[config.mk]
export PLATFORM = sky130hd
export DESIGN_NAME = dgd_serial_mac
export DESIGN_NICKNAME = d
export VERILOG_FILES = /design/src/hdl/dgd_pkg.sv /design/src/hdl/dgd_serial_mac.sv
export SDC_FILE = /design/constraint.sdc
export NUM_CORES = 1
export LEC_CHECK = 0
export ABC_AREA = 0
export BUFFER_PORTS_ARGS = -buffer_cell sky130_fd_sc_hd__buf_4
export CAP_MARGIN = 20
export CELL_PAD_IN_SITES_DETAIL_PLACEMENT = 0
export CELL_PAD_IN_SITES_GLOBAL_PLACEMENT = 2
export CORE_MARGIN = 8
export CORE_UTILIZATION = 40
export DETAILED_ROUTE_END_ITERATION = 8
export PLACE_DENSITY_LB_ADDON = 0.05
export SYNTH_ARGS = -nofsm -noshare
export SYNTH_HDL_FRONTEND = slang
export SYNTH_SLANG_ARGS = --single-unit
[constraint.sdc]
create_clock -name clk -period 10.9 [get_ports clk]
set_input_delay 1.635 -clock clk [delete_from_list [all_inputs] [get_ports clk]]
set_output_delay 1.635 -clock clk [all_outputs]
set_load 0.01 [all_outputs]
[src/hdl/dgd_pkg.sv]
// Shared types, constants and the key table of the DTMF Goertzel detector.
package dgd_pkg;

  localparam int NumTones   = 8;
  localparam int StateBits  = 48;
  localparam int MaxFrame   = 4096;
  localparam int CountBits  = 13;
  localparam int MagBits    = 56;
  localparam int AccBits    = 112;
  localparam int MacABits   = 64;
  localparam int MacSteps   = 56;
  localparam int CfgIdxBits = 4;

  localparam logic signed [15:0] CoefReset [NumTones] = '{
    16'sd27979, 16'sd26956, 16'sd25702, 16'sd24219,
    16'sd19073, 16'sd16325, 16'sd13085, 16'sd9315
  };

  localparam logic [7:0] KeyTable [16] = '{
    8'h31, 8'h32, 8'h33, 8'h41,
    8'h34, 8'h35, 8'h36, 8'h42,
    8'h37, 8'h38, 8'h39, 8'h43,
    8'h2a, 8'h30, 8'h23, 8'h44
  };

  typedef struct packed {
    logic signed [15:0] sample;
    logic               last_sample;
  } in_item_t;

  typedef struct packed {
    logic [7:0]  digit_char;
    logic [1:0]  row_index;
    logic [1:0]  col_index;
    logic [31:0] confidence;
    logic        frame_overflow;
  } out_item_t;

  // Command to the serial multiply-accumulate unit
  typedef struct packed {
    logic start;
    logic clear;
    logic subtract;
  } mac_cmd_t;

  function automatic logic [7:0] key_char(logic [1:0] r, logic [1:0] c);
    return KeyTable[{r, c}];
  endfunction

endpackage

[src/hdl/dgd_serial_mac.sv]
// Shift-and-add multiply-accumulate unit, one multiplier bit per cycle.
module dgd_serial_mac (
  input  logic                          clk,
  input  logic                          rst,
  input  dgd_pkg::mac_cmd_t             cmd,
  input  logic [dgd_pkg::MacABits-1:0]  a,
  input  logic [dgd_pkg::MagBits-1:0]   b,
  output logic                          busy,
  output logic [dgd_pkg::AccBits-1:0]   acc
);
  import dgd_pkg::*;

  logic [AccBits-1:0] a_sh;
  logic [MagBits-1:0] b_sh;
  logic               sub;
  logic [5:0]         cnt;

  assign busy = (cnt != 6'd0);

  // Load operands on start, then add or subtract one shifted partial product a cycle
  always_ff @(posedge clk) begin
    if (rst) begin
      cnt <= 6'd0;
    end else if (cmd.start) begin
      a_sh <= {{(AccBits-MacABits){1'b0}}, a};
      b_sh <= b;
      sub  <= cmd.subtract;
      cnt  <= 6'(MacSteps);
      if (cmd.clear) begin
        acc <= '0;
      end
    end else if (busy) begin
      if (b_sh[0]) begin
        acc <= sub ? acc - a_sh : acc + a_sh;
      end
      a_sh <= {a_sh[AccBits-2:0], 1'b0};
      b_sh <= {1'b0, b_sh[MagBits-1:1]};
      cnt  <= cnt - 6'd1;
    end
  end

endmodule

==> flow_metrics.tcl, run 1 <==
set metrics [dict create \
    num_io_pins 238 \
    overflow 0 \
    cts_sinks 287 \
    swShare 0.385 \
    grt_pass1_vias 17900 \
    clock_path_buffers 3 \
    fp.dieW_um 246 \
    synth_fa_ha_area_frac 0.0675 \
    critPathLaunchType "flip-flop" \
    n_antenna_cell 0 \
    coreArea_sq_mm 0.0526 \
    synth_ff_type "edfxtp_1" \
    finalCritPeriodShare 0.677 \
    syn_area_per_cell_sq_um 9.28 \
    clkTransAtPathRegs_ps 60 \
    setup_tns_ps 0 \
    dieArea_sq_mm 0.0607 \
    netlist_area_sq_mm 0.0212 \
    dr.pass1.iters 5 \
    ff_latch_area_sq_mm 0.00856 \
    hpwl_um 56600 \
    outcome "finished clean" \
    setup_violations 0 \
    antenna_found_initial 1 \
    rr_startpoint "a_sh[5]" \
    ys_top_cells_by_area "edfxtp_1, ha_1, xnor2_1, mux2_2, a21oi_1" \
    totalPowerFinal_mw 4.65 \
    io_buffer_count 237 \
    syn_inst 2289 \
    required_ps 11220 \
    synth_largest_area_cell "edfxtp_1" \
    cts_resized 0 \
    die_y_um 246 \
    power_frac_seq 0.331 \
    yosys.area_share.simple 0.189 \
    drc 0 \
    synth_top_family_by_area "simple AND/OR/NAND/NOR gates" \
    p_clk_frac 0.264 \
    crit_type "flip-flop to flip-flop" \
    worst_pin_slew_ps 1070 \
    p_int_mw 2.86 \
    syn_nets 2528 \
    synth_top_area_share 0.397 \
    drv_slew 0 \
    ys_seq_area_frac 0.403 \
    ys.warnings.count 0 \
    maxSlewHeadroom 0.286 \
    vias 18100 \
    critPathArrivalTime_ps 7710 \
    numPlacedInstances 3114 \
    crit_path_max_fanout 9 \
    wl_um 71900 \
    htree_levels 2 \
    layout_commonest_cell "nor2_1" \
    synth.area.mux_share 0.0613 \
    dr.first_iter.drc_count 1201 \
    wl_per_cell_um 22.6 \
    synth_edf_count 281 \
    nets 2703 \
    finClkSkew_ps 23.5 \
    p_leak_nw 9.33 \
    grt_max_degree 170 \
    grt_pass1_wl_um 109000 \
    cp-end-kind "flip-flop" \
    area_growth_pct 16.6 \
    max_freq_ghz 0.135 \
    cts_tree "built" \
    p_per_area_mw_per_mm2 188 \
    ys_async_sr_fraction 0 \
    root_buffer "clkbuf_16" \
    rows 84 \
    vdd_drop_max_v 0.000132 \
    cts_setup_buffers 0 \
    numCtsBuffers 36 \
    grt_use_total 0.229 \
    hold_viol 0 \
    cp-startpoint "a_sh[5]" \
    comb_power_share 0.406 \
    rsz0062_at_grt "no" \
    hp-class "flip-flop to flip-flop" \
    cts_hold_buf 0 \
    min-delay-start "cnt[5]" \
    fillers 5150 \
    viasPerCell 5.70 \
    drtAntennaViolNets 0 \
    cap_violations 0 \
    ys_types 77 \
    fin_crit_ps 7380 \
    clock_latency_ps 580 \
    multiInputGateArea_sq_mm 0.0120 \
    ys_seq_elements 287 \
    layout_common_cells "nor2_1, edfxtp_1, buf_4, a21oi_1, nand2_1" \
    drive_gt1_frac 0.178 \
    start_util 0.404 \
    gp_congestion 0.881 \
    synth_compound_area_frac 0.162 \
    switchingPower_mw 1.79 \
    fin_cells 3179 \
    synth-xor-area-share 0.0866 \
]
## worst max-delay path, stage by stage (launching register included)
cell,delay (ps)
edfxtp_1,440
nor4_1,780
nand4_1,360
nor3_1,440
nor4b_1,680
nor3b_1,590
nor2_1,110
xnor2_1,150
ha_1,460
nand4_1,160
or3_1,450
o31ai_1,850
nand4_1,320
a21boi_0,390
o32ai_1,200
o41ai_1,350
mux2_2,380
## cell families after synthesis
logic type / after synthesis
flops: 287
buf+inv: 169
fa+ha+maj: 114
mux: 116
simple gates: 822
compound gates: 571
xor+xnor: 210
## synthesized netlist by cell type (42+ instances only)
master    count
nor3_1       75
edfxtp_1    281
nor2b_1      68
o21ai_0     111
clkbuf_1     94
ha_1        113
a21oi_1     236
xnor2_1     160
a21o_1       42
inv_1        57
mux2_2      112
nand2_1     166
xor2_1       50
nand4_1      62
nor2_1      299
## cell type report
type | count | area share
tap | 688 | 0.0348
multi-input combinational | 1833 | 0.486
inverter | 57 | 0.00884
timing repair buffer | 249 | 0.0763
clock inverter | 16 | 0.00844
clock buffer | 49 | 0.0400
sequential | 287 | 0.346
## metrics by stage
| stage | setup WS (ps) | cell area (sq um) | hold WS (ps) | util |
|---|---|---|---|---|
| 4_1_cts | 3460 | 24800 | 480 | 0.471 |
| 2_1_floorplan | 3140 | 21200 | 446 | - |
| 3_3_place_gp | 3550 | 23600 | 463 | 0.448 |
| 5_1_grt | 3120 | 24800 | 525 | 0.471 |
| 6_report | 3520 | 24800 | 485 | 0.471 |
| 3_5_place_dp | 3510 | 23600 | 471 | 0.448 |
## sequential cells by signal (all words and copies together) (netlist names)
name,flops
acc,112
a_sh,112
cnt,6
sub,1
b_sh,56
## final timing paths
check | endpoint | slack (ps) | cells past startpoint
hold / removal | cnt[4] | 480 | 2
hold reg to reg | cnt[4] | 480 | 2
setup reg to reg | acc[109] | 3520 | 16
setup / recovery | acc[109] | 3520 | 16
## power by group through the flow
stage | registers [mW] | logic (mW) | clock network, mW
floorplan | 1.55 | 1.28 | 0
global placement | 1.56 | 1.87 | 0
detailed placement | 1.56 | 1.87 | 0
CTS | 1.54 | 1.88 | 1.26
global route | 1.55 | 2.08 | 1.29
finish | 1.54 | 1.89 | 1.23
## per-layer routing
layer | track usage | share of wire
met4 | 0.0547 | 0.021
met5 | 0 | 0.00017
met3 | 0.0284 | 0.047
met2 | 0.370 | 0.46
met1 | 0.325 | 0.47
Note: power is estimated with default switching activity, not from simulation.
==> run 2, diff against run 1 <==
--- a/config.mk
+++ b/config.mk
@@ -11,7 +11,7 @@
 export CELL_PAD_IN_SITES_DETAIL_PLACEMENT = 0
 export CELL_PAD_IN_SITES_GLOBAL_PLACEMENT = 2
 export CORE_MARGIN = 8
-export CORE_UTILIZATION = 40
+export CORE_UTILIZATION = 34
 export DETAILED_ROUTE_END_ITERATION = 8
 export PLACE_DENSITY_LB_ADDON = 0.05
 export SYNTH_ARGS = -nofsm -noshare
==> constraint.sdc (replaced) <==
create_clock -name clk -period 6.4 [get_ports clk]
set_input_delay 0.96 -clock clk [delete_from_list [all_inputs] [get_ports clk]]
set_output_delay 0.96 -clock clk [all_outputs]
set_load 0.01 [all_outputs]
==> run 2 against run 1 <==
  * Clock skew is 3.5 ps higher
  * Die area is 16% higher
  * Cell area increased by 3.6%
  * First-iteration DRC count grew 4.1%
  * Total power up 78%
  * Register-to-register slack worse by 3200 ps
  * Sequential share of layout area down 1.2 points
  * Flip-flop and latch count unchanged
  * Worst hold slack improved by 0.69 ps
  * Critical path type unchanged
  * Critical endpoint is now acc[79]
==> flow_metrics.tcl, run 2 (synthesis results as in run 1) <==
set metrics [dict create \
    outcome "finished clean" \
    antenna_found_initial 1 \
    p_leak_nw 9.72 \
    drv_slew 0 \
    cap_violations 0 \
    htree_levels 2 \
    max_freq_ghz 0.164 \
    layout_commonest_cell "buf_4" \
    viasPerCell 5.41 \
    hpwl_um 60800 \
    io_buffer_count 237 \
    crit_path_cell_trace "or4_4 > or4_4 > or4_4 > nor2_2 > buf_4 > nor2_1 > xnor2_1 > ha_1 > a21oi_1 > o21bai_1 > a21oi_1 > a31o_2 > a211o_1 > and3b_1 > o21bai_1 > a211o_1 > a21oi_1 > mux2_2" \
    clock_latency_ps 590 \
    power_frac_seq 0.317 \
    drtAntennaViolNets 0 \
    p_per_area_mw_per_mm2 322 \
    fin_crit_ps 6100 \
    cp-end-kind "flip-flop" \
    switchingPower_mw 3.18 \
    min-delay-start "cnt[5]" \
    hold_viol 0 \
    grt_pass1_wl_um 115000 \
    cp_top_family "simple AND/OR/NAND/NOR gates" \
    top_regs "a_sh: 112 flops, acc: 112 flops, b_sh: 56 flops" \
    cpPeakStageDelay_ps 610 \
    crit_type "flip-flop to flip-flop" \
    critPathLaunchType "flip-flop" \
    swShare 0.385 \
    path_buf_inv 1 \
    die_y_um 266 \
    p_int_mw 5.08 \
    coreArea_sq_mm 0.0617 \
    setup_tns_ps 0 \
    grt_use_total 0.210 \
    dieArea_sq_mm 0.0707 \
    wl_um 77100 \
    crit_path_max_fanout 7 \
    rr_startpoint "a_sh[31]" \
    dr.pass1.iters 5 \
    layout_common_cells "buf_4, nor2_1, edfxtp_1, a21oi_1, nand2_1" \
    place_area_sq_mm 0.0242 \
    cts_sinks 287 \
    fp.dieW_um 266 \
    worst_pin_slew_ps 898 \
    design_area_sq_mm 0.0257 \
    maxSlewHeadroom 0.396 \
    vdd_drop_max_v 0.000186 \
    cts_hold_buf 0 \
    cp_slowest_cell "or4_4" \
    nets 2765 \
    start_util 0.344 \
    finalCritPeriodShare 0.954 \
    num_io_pins 238 \
    dr.first_iter.drc_count 1250 \
    clkTransAtPathRegs_ps 60 \
    cp-startpoint "a_sh[31]" \
    p_clk_frac 0.274 \
    required_ps 6740 \
    critPathArrivalTime_ps 6440 \
    overflow 0 \
    comb_power_share 0.409 \
    cts_tree "built" \
    fillers 6252 \
    gp_congestion 0.900 \
    setup_violations 0 \
    clock_path_buffers 3 \
    hp-class "flip-flop to flip-flop" \
    drc 0 \
    area_growth_pct 20.8 \
    numCtsBuffers 39 \
    grt_pass1_vias 18400 \
    wl_per_cell_um 22.7 \
    vias 18400 \
    root_buffer "clkbuf_16" \
    n_antenna_cell 0 \
    drive_gt1_frac 0.207 \
    grt_max_degree 147 \
    rows 91 \
    finClkSkew_ps 27.0 \
]
-- run 2: changes by cell type in the layout (fill, tap and decap cells not counted), moves of 3 or more --
cell        before  now
clkinvlp_4       0    3
clkbuf_16       36   39
clkbuf_8         4    0
nor3_1          75   71
xnor2_1        160  156
xnor2_2          0    4
clkinv_1         6    9
clkbuf_1         9    6
nor3_2           0    3
buf_4          247  304
-- run 2: power by group through the flow --
| stage | sequential, mW | clock [mW] | combinational, mW |
|---|---|---|---|
| 4_1_cts | 2.62 | 2.34 | 3.35 |
| 5_1_grt | 2.65 | 2.41 | 3.71 |
| 3_5_place_dp | 2.65 | 0 | 3.33 |
| 6_report | 2.62 | 2.26 | 3.38 |
| 2_1_floorplan | 2.63 | 0 | 2.17 |
| 3_3_place_gp | 2.66 | 0 | 3.34 |
-- run 2: routing by layer --
layer	track usage	vias to the layer above	share of wire
met5	0	-	0
met1	0.289	8888	0.47
li1	-	8891	-
met4	0.0538	0	0.022
met2	0.338	469	0.46
met3	0.0368	103	0.051
-- run 2: per-stage QoR --
step	util	setup slack (ps)	total power, mW	hold WS, ps	std cells
after detailed placement	0.392	-46.0	5.99	474	3319
final	0.416	298	8.26	485	3392
after floorplan	-	793	4.80	446	2289
after CTS	0.413	62.4	8.31	485	3389
after global placement	0.392	-51.6	6.00	462	3319
after global routing	0.416	-3.11	8.76	524	3392
-- run 2: tightest hold or removal path, stage by stage, from the launching register on --
cell and delay, ps:
dfxtp_1 330, nand2_1 60, a21oi_1 50
-- run 2: worst paths after layout --
kind | cells after the start | slack [ps] | to
worst max-delay path | 18 | 300 | acc[79]
worst min-delay path | 2 | 490 | cnt[4]
worst max register to register | 18 | 300 | acc[79]
worst min register to register | 2 | 490 | cnt[4]
-- run 2: timing repair --
action,in CTS,in global routing
endpoints found under the setup margin,4,34
pin swaps,0,4
resized for setup,4,25
endpoints found under the hold margin,0,0
buffers inserted,0,3
-- run 2: final cells by class --
class                   count  area [sq um]  area share
multi-input cells        1833         12200       0.474
flip-flops and latches    287          8560       0.334
repair buffers            308          2360      0.0919
well taps                 837          1050      0.0408
clock buffers              45           998      0.0389
clock inverters            25           305      0.0119
inverters                  57           219     0.00853
==> run 3, diff against run 2 <==
--- a/config.mk
+++ b/config.mk
@@ -13,7 +13,7 @@
 export CORE_MARGIN = 8
 export CORE_UTILIZATION = 34
 export DETAILED_ROUTE_END_ITERATION = 8
-export PLACE_DENSITY_LB_ADDON = 0.05
+export PLACE_DENSITY = 0.74
 export SYNTH_ARGS = -nofsm -noshare
 export SYNTH_HDL_FRONTEND = slang
 export SYNTH_SLANG_ARGS = --single-unit
==> run 3 against run 2 <==
  * Via count grew 1.1%
  * Non-clock buffer count is 2 higher
  * Count of clock-buffer cells in the layout rose by 2
  * Register-to-register slack is essentially flat
  * Cell area decreased by 0.27%
  * Core utilization decreased by 0.11 points
  * Clock skew fell by 5.7 ps
  * Critical path type unchanged
  * Critical endpoint is now acc[87]
  * Highest routed layer is now met5
==> flow_metrics.tcl, run 3 (synthesis results as in run 1) <==
set metrics [dict create \
    outcome "finished clean" \
    cap_violations 0 \
    io_buffer_count 237 \
    dr.first_iter.drc_count 1241 \
    grt_pass1_vias 18500 \
    p_int_mw 5.02 \
    hold_viol 0 \
    design_area_sq_mm 0.0256 \
    clkTransAtPathRegs_ps 60 \
    layout_common_cells "buf_4, nor2_1, edfxtp_1, a21oi_1, nand2_1" \
    critPathLaunchType "flip-flop" \
    crit_path_max_fanout 7 \
    grt_max_degree 155 \
    cp-end-kind "flip-flop" \
    setup_violations 0 \
    p_leak_nw 9.69 \
    dr.pass1.iters 5 \
    cp_common_cell "nor2_1" \
    hp-class "flip-flop to flip-flop" \
    area_growth_pct 20.5 \
    n_antenna_cell 0 \
    rsz0062_at_grt "no" \
    grt_pass1_wl_um 113000 \
    dieArea_sq_mm 0.0707 \
    setup_tns_ps 0 \
    totalPowerFinal_mw 8.17 \
    switchingPower_mw 3.14 \
    hpwl_um 59300 \
    cp-startpoint "a_sh[30]" \
    swShare 0.385 \
    drive_gt1_frac 0.206 \
    die_y_um 266 \
    worst_pin_slew_ps 959 \
    required_ps 6710 \
    fin_crit_ps 6110 \
    crit_path_cell_trace "or4_4 > or4_4 > or4_4 > nor2_1 > buf_4 > buf_4 > nor2_1 > xnor2_1 > ha_1 > nand2_1 > nor2_1 > nand2_1 > nor4_1 > o211ai_1 > and3b_1 > buf_4 > o211ai_1 > a21oi_1 > xor2_1 > nor2_1" \
    drv_slew 0 \
    critPathArrivalTime_ps 6420 \
    overflow 0 \
    clock_latency_ps 580 \
    cts_tree "built" \
    layout_commonest_cell "buf_4" \
    comb_power_share 0.409 \
    maxSlewHeadroom 0.355 \
    numCtsBuffers 38 \
    crit_type "flip-flop to flip-flop" \
    grt_use_total 0.205 \
    place_area_sq_mm 0.0242 \
    finalCritPeriodShare 0.955 \
    wl_um 75300 \
    top_regs "a_sh: 112 flops, acc: 112 flops, b_sh: 56 flops" \
    fp.dieW_um 266 \
    nets 2766 \
    max_freq_ghz 0.164 \
    gp_congestion 0.908 \
    start_util 0.344 \
    path_buf_inv 3 \
    clock_path_buffers 3 \
    finClkSkew_ps 21.2 \
    vias 18600 \
    post-place-ws_ps -168 \
    drc 0 \
    rows 91 \
    min-delay-start "cnt[5]" \
    cp_slowest_cell "or4_4" \
    layout_setup_ws_ps 289 \
    vdd_drop_max_v 0.000193 \
    num_io_pins 238 \
    antenna_found_initial 2 \
    p_per_area_mw_per_mm2 319 \
    root_buffer "clkbuf_16" \
    p_clk_frac 0.271 \
    coreArea_sq_mm 0.0617 \
    rr_startpoint "a_sh[30]" \
    cts_sinks 287 \
    cp_top_family "simple AND/OR/NAND/NOR gates" \
    viasPerCell 5.47 \
    wl_per_cell_um 22.2 \
    fillers 6285 \
    htree_levels 2 \
    power_frac_seq 0.320 \
    cpPeakStageDelay_ps 590 \
    drtAntennaViolNets 0 \
    cts_hold_buf 0 \
]
-- run 3: cell types whose count changed in the layout (fill, tap and decap cells not counted), sizes merged --
cell,delta
clkinvlp,-1
buf,+2
clkbuf,+2
bufinv,-1
clkinv,-2
-- run 3: worst reg2reg max path: cells and delay by family, from the launching register on --
family	cells	cell delay (ps)
buffers and inverters	3	500
adders and majority gates	1	410
AOI/OAI and AO/OA	3	1100
xor gates and xnor gates	2	330
DFF	1	430
and+or+nand+nor	11	3080
-- run 3: stage by stage --
step,hold WS [ps],util,instances
5_1_grt,531,0.415,3392
6_report,478,0.415,3392
4_1_cts,480,0.413,3390
3_5_place_dp,473,0.392,3320
3_3_place_gp,460,0.392,3320
2_1_floorplan,446,-,2289
-- run 3: power groups by stage --
stage / Clock (mW) / Sequential, mW / Combinational [mW]
CTS: 2.28 / 2.62 / 3.32
detailed placement: 0 / 2.65 / 3.30
finish: 2.21 / 2.62 / 3.34
floorplan: 0 / 2.63 / 2.17
global route: 2.33 / 2.65 / 3.67
global placement: 0 / 2.65 / 3.31
-- run 3: final timing paths --
| check | end | slack, ps | cells after the start |
|---|---|---|---|
| max reg2reg | acc[87] | 290 | 20 |
| min reg2reg | cnt[4] | 480 | 2 |
| min | cnt[4] | 480 | 2 |
| max | acc[87] | 290 | 20 |
-- run 3: repair_timing --
item	CTS	global route
pin swaps	0	1
endpoints found under the setup margin	2	26
gates resized for setup	1	21
setup buffers	2	2
-- run 3: area by class of cell --
cell class              instances  area (sq um)  share of cell area
clock buffers                  47          1000              0.0393
well taps                     837          1050              0.0409
repair buffers                310          2360              0.0922
clock inverters                21           272              0.0106
flip-flops and latches        287          8560               0.334
multi-input cells            1833         12100               0.474
inverters                      57           219             0.00856
-- run 3: per-layer routing --
layer | vias to the layer above | share of wire | wire, um | track usage
li1 | 8888 | - | - | -
met1 | 9017 | 0.46 | 34600 | 0.284
met2 | 532 | 0.46 | 34300 | 0.327
met3 | 111 | 0.059 | 4400 | 0.0354
met4 | 2 | 0.026 | 1940 | 0.0597
met5 | - | 0.00017 | 13 | 0
